**src/hw/rtl/rrwf_pkg.sv**
```systemverilog
// rrwf_pkg: shared types and constants for the row run-width filter
// no dependencies; imported by rrwf_cfg, rrwf_scan and row_run_width_filter_top
`default_nettype none

package rrwf_pkg;

	localparam int FIELD_W    = 12;
	localparam int PIXEL_W    = 8;
	localparam int CFG_IDX_W  = 2;
	localparam int CFG_DATA_W = 13;
	localparam int ROW_LEN_W  = 13;

	localparam logic [PIXEL_W-1:0]   PIXEL_OPEN = 8'd255;
	localparam logic [PIXEL_W-1:0]   PIXEL_ZERO = 8'd0;
	localparam logic [FIELD_W-1:0]   ROW_MAX    = 12'd4095;

	localparam logic [ROW_LEN_W-1:0] ROW_LENGTH_RST    = 13'd640;
	localparam logic [FIELD_W-1:0]   MIN_RUN_WIDTH_RST = 12'd4;
	localparam logic [FIELD_W-1:0]   MAX_RUN_WIDTH_RST = 12'd64;

	// register indexes of the configuration port
	typedef enum logic [CFG_IDX_W-1:0] {
		REG_ROW_LENGTH    = 2'd0,
		REG_MIN_RUN_WIDTH = 2'd1,
		REG_MAX_RUN_WIDTH = 2'd2
	} cfg_reg_t;

	typedef struct packed {
		logic [FIELD_W-1:0] min_width;
		logic [FIELD_W-1:0] max_width;
	} width_limits_t;

	// result item, first field in the highest bits
	typedef struct packed {
		logic [FIELD_W-1:0] row_index;
		logic [FIELD_W-1:0] mid_col;
		logic [FIELD_W-1:0] end_col;
		logic [FIELD_W-1:0] start_col;
	} run_result_t;

endpackage

`default_nettype wire

```
**src/hw/rtl/rrwf_cfg.sv**
```systemverilog
// rrwf_cfg: configuration registers and clamped last-column value
// depends on rrwf_pkg
`default_nettype none

module rrwf_cfg
	import rrwf_pkg::*;
#(
	parameter int MAX_COLUMNS = 4096,
	parameter int COL_W       = 12
) (
	input  wire logic                  clk,
	input  wire logic                  arst_n,
	input  wire logic                  cfg_we,
	input  wire logic [CFG_IDX_W-1:0]  cfg_index,
	input  wire logic [CFG_DATA_W-1:0] cfg_data,
	output logic      [COL_W-1:0]      last_col,
	output width_limits_t              limits
);

	localparam int LEN_W = (COL_W + 1 > ROW_LEN_W) ? COL_W + 1 : ROW_LEN_W;

	logic [ROW_LEN_W-1:0] row_length_q;
	logic [FIELD_W-1:0]   min_width_q;
	logic [FIELD_W-1:0]   max_width_q;
	logic [LEN_W-1:0]     len_ext;
	logic [LEN_W-1:0]     len_eff;

	always_ff @(posedge clk or negedge arst_n) begin
		if (!arst_n) begin
			row_length_q <= ROW_LENGTH_RST;
			min_width_q  <= MIN_RUN_WIDTH_RST;
			max_width_q  <= MAX_RUN_WIDTH_RST;
		end else if (cfg_we) begin
			unique case (cfg_reg_t'(cfg_index))
				REG_ROW_LENGTH:    row_length_q <= cfg_data[ROW_LEN_W-1:0];
				REG_MIN_RUN_WIDTH: min_width_q  <= cfg_data[FIELD_W-1:0];
				REG_MAX_RUN_WIDTH: max_width_q  <= cfg_data[FIELD_W-1:0];
				default: ;
			endcase
		end
	end

	// row length clamped to [2, MAX_COLUMNS]
	always_comb begin
		len_ext = LEN_W'(row_length_q);
		if (len_ext < LEN_W'(2))
			len_eff = LEN_W'(2);
		else if (len_ext > LEN_W'(MAX_COLUMNS))
			len_eff = LEN_W'(MAX_COLUMNS);
		else
			len_eff = len_ext;
	end

	assign last_col         = COL_W'(len_eff - LEN_W'(1));
	assign limits.min_width = min_width_q;
	assign limits.max_width = max_width_q;

endmodule

`default_nettype wire

```
**src/hw/rtl/rrwf_scan.sv**
```systemverilog
// rrwf_scan: column, row and run tracking with the width check for one pixel
// depends on rrwf_pkg
`default_nettype none

module rrwf_scan
	import rrwf_pkg::*;
#(
	parameter int COL_W = 12
) (
	input  wire logic               clk,
	input  wire logic               arst_n,
	input  wire logic               advance,
	input  wire logic [PIXEL_W-1:0] pixel,
	input  wire logic               frame_start,
	input  wire logic [COL_W-1:0]   last_col,
	input  width_limits_t           limits,
	output logic                    hit,
	output run_result_t             result
);

	localparam int WIDTH_W = (COL_W > FIELD_W) ? COL_W : FIELD_W;

	logic [COL_W-1:0]   col_q;
	logic [FIELD_W-1:0] row_q;
	logic               open_q;
	logic [COL_W-1:0]   begin_q;

	logic [COL_W-1:0]   col;
	logic [FIELD_W-1:0] row;
	logic               open;
	logic               at_last;
	logic               close;
	logic [WIDTH_W-1:0] run_width;
	logic [COL_W:0]     col_sum;

	// frame start restarts counters and drops any open run
	assign col     = frame_start ? '0 : col_q;
	assign row     = frame_start ? '0 : row_q;
	assign open    = frame_start ? 1'b0 : open_q;
	assign at_last = (col >= last_col);
	assign close   = open && ((pixel == PIXEL_ZERO) || at_last);

	assign run_width = WIDTH_W'(col - begin_q);
	assign col_sum   = (COL_W+1)'(begin_q) + (COL_W+1)'(col);

	assign hit = close && (run_width >= WIDTH_W'(limits.min_width))
		&& (run_width <= WIDTH_W'(limits.max_width));

	assign result.start_col = FIELD_W'(begin_q);
	assign result.end_col   = FIELD_W'(col);
	assign result.mid_col   = FIELD_W'(col_sum >> 1);
	assign result.row_index = row;

	always_ff @(posedge clk or negedge arst_n) begin
		if (!arst_n) begin
			col_q  <= '0;
			row_q  <= '0;
			open_q <= 1'b0;
		end else if (advance) begin
			if (open) begin
				if (close)
					open_q <= 1'b0;
				else
					open_q <= 1'b1;
			end else begin
				open_q <= (pixel == PIXEL_OPEN) && !at_last;
			end
			if (at_last) begin
				col_q <= '0;
				row_q <= (row < ROW_MAX) ? row + FIELD_W'(1) : row;
			end else begin
				col_q <= col + COL_W'(1);
				row_q <= row;
			end
		end
	end

	// run start column, only meaningful while a run is open
	always_ff @(posedge clk) begin
		if (advance && !open && (pixel == PIXEL_OPEN) && !at_last)
			begin_q <= col;
	end

endmodule

`default_nettype wire

```
**src/hw/rtl/row_run_width_filter_top.sv**
```systemverilog
// row_run_width_filter_top: stream wrapper with input and result registers
// depends on rrwf_pkg, rrwf_cfg, rrwf_scan
//
//   channel | dir | handshake          | payload
//   --------+-----+--------------------+-------------------------------------------
//   s_*     | in  | s_tvalid/s_tready  | tdata: pixel[7:0]; tuser: frame_start
//   m_*     | out | m_tvalid/m_tready  | tdata: start_col, end_col, mid_col, row_index
//   cfg_*   | in  | cfg_we             | cfg_index selects register, cfg_data value
//
// one pixel per clock while results are taken; a pixel is held in the input register
// and its result is then loaded into the result register
// a pixel that closes no accepted run leaves no result and costs no output slot
// a stalled result only holds the scan when the input register is also full
// arst_n clears counters, run state, valid flags and loads register defaults
`default_nettype none

module row_run_width_filter_top
	import rrwf_pkg::*;
#(
	parameter int MAX_COLUMNS = 4096
) (
	input  wire logic                  clk,
	input  wire logic                  arst_n,
	// pixel stream
	input  wire logic                  s_tvalid,
	output logic                       s_tready,
	input  wire logic [7:0]            s_tdata,   // [7:0] pixel
	input  wire logic                  s_tuser,   // [0] frame_start
	// run results
	output logic                       m_tvalid,
	input  wire logic                  m_tready,
	output logic [47:0]                m_tdata,   // [11:0] start_col, [23:12] end_col,
	                                              // [35:24] mid_col, [47:36] row_index
	// register writes
	input  wire logic                  cfg_we,
	input  wire logic [CFG_IDX_W-1:0]  cfg_index,
	input  wire logic [CFG_DATA_W-1:0] cfg_data
);

	// column counter width follows the largest supported row
	localparam int COL_W = (MAX_COLUMNS > 2) ? $clog2(MAX_COLUMNS) : 1;

	logic               valid_s1;
	logic [PIXEL_W-1:0] pixel_s1;
	logic               frame_start_s1;

	logic               valid_s2;
	run_result_t        result_s2;

	logic               advance;
	logic               hit;
	run_result_t        result;
	logic [COL_W-1:0]   last_col;
	width_limits_t      limits;

	// the input register drains whenever the result slot is empty or being taken
	assign advance  = valid_s1 && (!valid_s2 || m_tready);
	assign s_tready = !valid_s1 || advance;

	rrwf_cfg #(
		.MAX_COLUMNS (MAX_COLUMNS),
		.COL_W       (COL_W)
	) u_cfg (
		.clk       (clk),
		.arst_n    (arst_n),
		.cfg_we    (cfg_we),
		.cfg_index (cfg_index),
		.cfg_data  (cfg_data),
		.last_col  (last_col),
		.limits    (limits)
	);

	rrwf_scan #(
		.COL_W (COL_W)
	) u_scan (
		.clk         (clk),
		.arst_n      (arst_n),
		.advance     (advance),
		.pixel       (pixel_s1),
		.frame_start (frame_start_s1),
		.last_col    (last_col),
		.limits      (limits),
		.hit         (hit),
		.result      (result)
	);

	// input register
	always_ff @(posedge clk or negedge arst_n) begin
		if (!arst_n) begin
			valid_s1 <= 1'b0;
		end else if (s_tvalid && s_tready) begin
			valid_s1 <= 1'b1;
		end else if (advance) begin
			valid_s1 <= 1'b0;
		end
	end

	always_ff @(posedge clk) begin
		if (s_tvalid && s_tready) begin
			pixel_s1       <= s_tdata[PIXEL_W-1:0];
			frame_start_s1 <= s_tuser;
		end
	end

	// result register: loaded only by a pixel that closes an accepted run
	always_ff @(posedge clk or negedge arst_n) begin
		if (!arst_n) begin
			valid_s2 <= 1'b0;
		end else if (advance) begin
			valid_s2 <= hit;
		end else if (m_tready) begin
			valid_s2 <= 1'b0;
		end
	end

	always_ff @(posedge clk) begin
		if (advance && hit)
			result_s2 <= result;
	end

	assign m_tvalid = valid_s2;
	assign m_tdata  = result_s2;

endmodule

`default_nettype wire

```
**config.mk**
```make
export PLATFORM = sky130hd
export DESIGN_NAME = row_run_width_filter_top
export DESIGN_NICKNAME = d
export VERILOG_FILES = /design/src/hw/rtl/rrwf_pkg.sv /design/src/hw/rtl/rrwf_cfg.sv /design/src/hw/rtl/rrwf_scan.sv /design/src/hw/rtl/row_run_width_filter_top.sv
export SDC_FILE = /design/constraint.sdc
export NUM_CORES = 1
export LEC_CHECK = 0
export BUFFER_PORTS_ARGS = -buffer_cell sky130_fd_sc_hd__clkbuf_2
export CAP_MARGIN = 20
export CORE_MARGIN = 2
export CORE_UTILIZATION = 41
export CTS_CLUSTER_DIAMETER = 30
export DETAILED_ROUTE_END_ITERATION = 16
export SYNTH_ARGS = -nofsm -noshare
export SYNTH_HDL_FRONTEND = slang
export SYNTH_SLANG_ARGS = --single-unit
```
**constraint.sdc**
```tcl
create_clock -name clk -period 12.1 [get_ports clk]
set_clock_uncertainty 0.15 [all_clocks]
set_input_delay 1.21 -clock clk [delete_from_list [all_inputs] [get_ports clk]]
set_output_delay 1.21 -clock clk [all_outputs]
set_load 0.05 [all_outputs]
```
# Word level (Yosys, flattened, before mapping)
# Index checks and enable logic that the tools add are counted.
[totals]
reg_bits = 133
out_inout_bits = 50
word_cells = 67
[classes]
n_addsub = 5
n_lt_le_gt_ge = 6
n_eq_ne = 3
muxes = 14
reduce_logical = 24
[ops]
columns = ["operator", "n"]
rows = [
  ["two-way mux 12 bit", 7],
  ["adder 12 x 1 -> 12 bit, second input constant", 2],
  ["greater-or-equal comparator 12 bit", 2],
  ["adder 12 x 12 -> 13 bit", 1],
  ["> comparator 13 bit, second input constant", 1],
  ["less-than comparator 13 x 2 -> 1 bit, second input constant", 1],
  ["<= comparator 12 bit", 1],
  ["less-than comparator 12 bit, second input constant", 1],
  ["subtractor 12 x 1 -> 12 bit, second input constant", 1],
  ["subtractor 12 bit", 1],
  ["logical AND 1 bit", 10],
  ["== test 8 bit, second input constant", 1],
  ["logical NOT 8 bit", 1],
  ["two-way mux 1 bit", 7],
  ["AND reduction 2 bit", 3],
  ["logical NOT 1 bit", 4],
  ["nonzero test 2 bit", 2],
  ["logical OR 1 bit", 3],
  ["== test 2 x 1 -> 1 bit, second input constant", 1],
  ["== test 2 bit, second input constant", 1],
  ["logical NOT 2 bit", 1],
]

# Logic depth before layout (Yosys ltp)
[depth]
ltp_word = 10
depth_mapped = 18
ltp_nobuf = 16

# By module
# A second synthesis with hierarchy kept.
[hier_totals]
hier_cells = 724
hier_area_um2 = 7712.4
[modules_own_cells]
columns = ["module", "instances", "cells_each", "area_per_inst_um2", "seq_area_each_um2"]
rows = [
  ["rrwf_scan", 1, 519, 4165.2, 985.9],
  ["row_run_width_filter_top", 1, 67, 1823.0, 1761.7],
  ["rrwf_cfg", 1, 138, 1724.2, 930.9],
]

# Least setup slack after synthesis
# No wires, ideal clock.
[synth_path]
path_kind = "register to register"
startpoint = "register frame_start_s1"
endpoint = "register result_s2, in the netlist m_tdata[0] (enable)"
setup_ns = 0.513
t_arrival_ns = 6.753
required_time_ns = 11.437
setup_slack_ns = 4.684
stages_incl_launch_ff = 18
n_path_buf = 2
synth_period_minus_slack_ns = 7.416
path_cell_list = "edfxtp_1 -> buf_2 -> clkbuf_1 -> nand2b_1 -> ha_1 -> inv_1 -> fa_1 -> a21oi_1 -> o21ai_1 -> a2111o_1 -> a31o_1 -> a21oi_1 -> xnor2_1 -> ha_1 -> nand4_1 -> nor4_1 -> a31oi_1 -> nor3_1"
[synth_between]
elab_chain_len = 7
word_cells_on_any_way = 11
cone_classes = "add/sub: 1; order compare: 3; mux: 2; reduce/logical: 5"
[synth_lines]
columns = ["element", "line_no", "rtl"]
rows = [
  ["start, declared", "row_run_width_filter_top.sv:45", "logic frame_start_s1;"],
  ["start signal, assigned", "row_run_width_filter_top.sv:101", "frame_start_s1 <= s_tuser;"],
  ["branches (longest 5 deep; another with subtractor 12 bit)", "n/a", ""],
  ["logical AND 1 bit (*)", "rrwf_scan.sv:47", "&& (run_width <= WIDTH_W'(limits.max_width));"],
  ["logical AND 1 bit (*)", "row_run_width_filter_top.sv:117", "if (advance && hit)"],
  ["end signal, assigned", "row_run_width_filter_top.sv:118", "result_s2 <= result;"],
  ["end, declared", "row_run_width_filter_top.sv:48", "run_result_t result_s2;"],
]
# Every way passes the cells marked *.
# A chain may end at the register's enable or synchronous reset.

==> impl_metrics.env <==
export IMPL_clockPowerShare_pct=40.9
export IMPL_grtUsageMet2_pct=27.9
export IMPL_fmax_mhz=191
export IMPL_p_sw_mw=0.339
export IMPL_ys_seq_area_share_pct=49.7
export IMPL_die_h_um=138
export IMPL_comb_power_share_pct=16.0
export IMPL_nets=833
export IMPL_drive_above_1_share_pct=22.7
export IMPL_min_period_ns=5.23
export IMPL_initial_core_util_pct=41.5
export IMPL_cts_tree="yes"
export IMPL_drt_wl_total_um=16100
export IMPL_ys_flop_type="edfxtp_1"
export IMPL_top_usage_layer="met2"
export IMPL_vias_per_cell=5.32
export IMPL_synth_top_area_share_pct=28.0
export IMPL_yosysMostFrequentCell="edfxtp_1"
export IMPL_synth_edf_count=69
export IMPL_min_delay_path_depth=0
export IMPL_io_buffers=78
export IMPL_ios=79
export IMPL_synth_cell_types=71
export IMPL_die_w_um=138
export IMPL_rows=49
export IMPL_ys_ff_latch=133
export IMPL_cp_max_fo=48
export IMPL_async_reset_ff_share_pct=48.1
export IMPL_synth_warnings=0
export IMPL_tightest_slew_ns=1.02
export IMPL_p_leak_nw=3.63
export IMPL_ir_worst_vdd_v=0.000104
export IMPL_total_power_mw=1.26
export IMPL_crit_type="flip-flop to flip-flop"
export IMPL_tns_ns=0
export IMPL_post_cts_buffers=0
export IMPL_cp_start_kind="flip-flop"
export IMPL_cts_buffers_inserted=17
export IMPL_area_sequential_um2=3680
export IMPL_cts_htree_levels=4
export IMPL_vias=5221
export IMPL_status="completed"
export IMPL_p_int_mw=0.918
export IMPL_yosys_top_cells_area="edfxtp_1 (28%), dfrtp_1 (20%), ha_1 (11%), mux2_2 (5.6%), inv_1 (2.8%)"
export IMPL_p_sw_share_pct=26.9
export IMPL_use_met3_pct=3.84
export IMPL_area_growth_pct=16.4
export IMPL_clockBufferDepth=2
export IMPL_end_kind="flip-flop"
export IMPL_crit_arrival_ns=5.14
export IMPL_synth_avg_cell_area_um2=11.2
export IMPL_drc=0
export IMPL_ff2ff_path_depth=15
export IMPL_fin_crit_sh_pct=43.3
export IMPL_diodes=0
export IMPL_synthCells=661
export IMPL_cellPowerDensity_nw_per_um2=146
export IMPL_grt_setup_unrepaired="false"
export IMPL_grt_pass1_vias=5271
export IMPL_slew_limit_headroom_pct=31.9
export IMPL_hpwl_um=11900
export IMPL_mappedNetlistArea_um2=7410
export IMPL_setup_viol=0
export IMPL_first_pass_iters=5
export IMPL_hold_buffers=0
export IMPL_wire_per_inst_um=16.4
export IMPL_clock_latency_ns=0.42
export IMPL_multi_input_area_um2=3440
export IMPL_core_area_um2=17800
export IMPL_hold_violations=0
export IMPL_gr_total_overflow=0
export IMPL_worstPathRequired_ns=12.00
export IMPL_clkTransAtPathRegs_ns=0.06
export IMPL_grt_use_met1_pct=23.8
export IMPL_synth_fp_nets=755
export IMPL_grt_use_total_pct=17.7
export IMPL_grt_pass1_wl_um=27000
export IMPL_drv_slew=0
export IMPL_cts_sinks=133
export IMPL_drtIter0Drc=352
export IMPL_antenna_left=0
export IMPL_fillCellCount=1612
export IMPL_cap_violations=0
export IMPL_min_path_type="flip-flop to flip-flop"
export IMPL_ctsResizeCount=0
export IMPL_grt_max_degree=65
export IMPL_antenna_found_initial=0
export IMPL_synth_largest_area_cell="edfxtp_1"
export IMPL_gp_congestion=0.856
export IMPL_synth_commonest_cells="edfxtp_1 (69), ha_1 (63), dfrtp_1 (60)"
export IMPL_seqPwrFrac_pct=43.2
export IMPL_clockRootBuffer="clkbuf_16"
export IMPL_dieArea_um2=19200
==> cells in the final DEF, fill, tap and decap left out, types with 18 or more instances in the layout <==
cell,n
o21ai_0,20
nor2_1,37
edfxtp_1,69
dfrtp_1,60
clkbuf_2,78
nand2_1,42
inv_1,55
clkbuf_16,18
a21oi_1,30
nor3_1,24
nor2b_1,24
ha_1,63
mux2_2,37
==> cells by family (layout without fill, tap and decap cells) <==
family                     count (synthesis)  count (layout)  share of synthesized area [%]
buffers and inverters                     77             168                           3.99
muxes                                     40              40                           6.03
DFF                                      133             133                           49.7
and+or+nand+nor                          205             205                           15.3
xor gates and xnor gates                  29              29                           3.43
AOI/OAI and AO/OA                        112             112                           10.4
adders and majority gates                 65              65                           11.2
==> flip-flops by register name (all words and copies together) (netlist names) <==
name,count
u_scan.begin_q,12
u_cfg.len_ext,13
pixel_s1,8
u_scan.row_q,12
m_tdata,48
u_cfg.min_width_q,12
u_cfg.max_width_q,12
valid_s1,1
frame_start_s1,1
u_scan.col_q,12
u_scan.open_q,1
m_tvalid,1
==> power groups by stage <==
stage	registers, mW	logic (mW)	clock network (mW)
floorplan	0.537	0.150	0
global placement	0.548	0.192	0
detailed placement	0.551	0.200	0
CTS	0.542	0.203	0.523
global route	0.547	0.231	0.544
finish	0.542	0.201	0.513
==> layer usage <==
layer / share of wire [%] / vias to the layer above
li1: - / 2555
met3: 6.1 / 26
met1: 45 / 2486
met5: 0 / -
met2: 46 / 154
met4: 2.2 / 0
==> cell type report <==
| cell class | instances | area share, % |
|---|---|---|
| multi-input cells | 451 | 39.9 |
| well taps | 229 | 3.32 |
| clock buffers | 20 | 5.43 |
| repair buffers | 81 | 4.79 |
| inverters | 55 | 2.40 |
| clock inverters | 12 | 1.44 |
| flip-flops and latches | 133 | 42.7 |
==> worst max-delay path: stages, from the launching register on <==
cell and delay [ns]:
edfxtp_1 0.36, buf_4 0.27, nor2b_1 0.61, ha_1 0.37, nor2b_1 0.15, o31a_1 0.29, o2111a_1 0.28, a2111oi_2 0.40
a21oi_1 0.14, xnor2_1 0.37, ha_1 0.21, nand4_1 0.14, nor4_1 0.30, a31oi_1 0.11, nor3_2 0.16, buf_4 0.53
==> through the flow <==
step | std cells | setup WS, ns | hold slack, ns | util [%] | area [um2]
after CTS | 981 | 6.87 | 0.329 | 48.3 | 8620
final | 981 | 6.87 | 0.327 | 48.3 | 8620
after detailed placement | 949 | 6.88 | 0.318 | 45.0 | 8030
after global placement | 949 | 7.05 | 0.306 | 45.0 | 8030
after global routing | 981 | 6.39 | 0.348 | 48.3 | 8620
after floorplan | 661 | 4.68 | 0.283 | - | 7410
==> path summary, 6_finish.rpt <==
path / end / from / slack, ns
worst max-delay path: m_tdata[27]$_DFFE_PP_ / frame_start_s1$_DFFE_PP_ / 6.87
worst min-delay path: m_tdata[11]$_DFFE_PP_ / u_scan.begin_q[11]$_DFFE_PP_ / 0.33
worst max register to register: m_tdata[27]$_DFFE_PP_ / frame_start_s1$_DFFE_PP_ / 6.87
worst min register to register: m_tdata[11]$_DFFE_PP_ / u_scan.begin_q[11]$_DFFE_PP_ / 0.33
max in group asynchronous: u_scan.row_q[5]$_DFFE_PN0P_ / arst_n / 10.44
min in group asynchronous: u_cfg.max_width_q[1]$_DFFE_PN0P_ / arst_n / 0.79
Power figures use the tool's default switching activity.
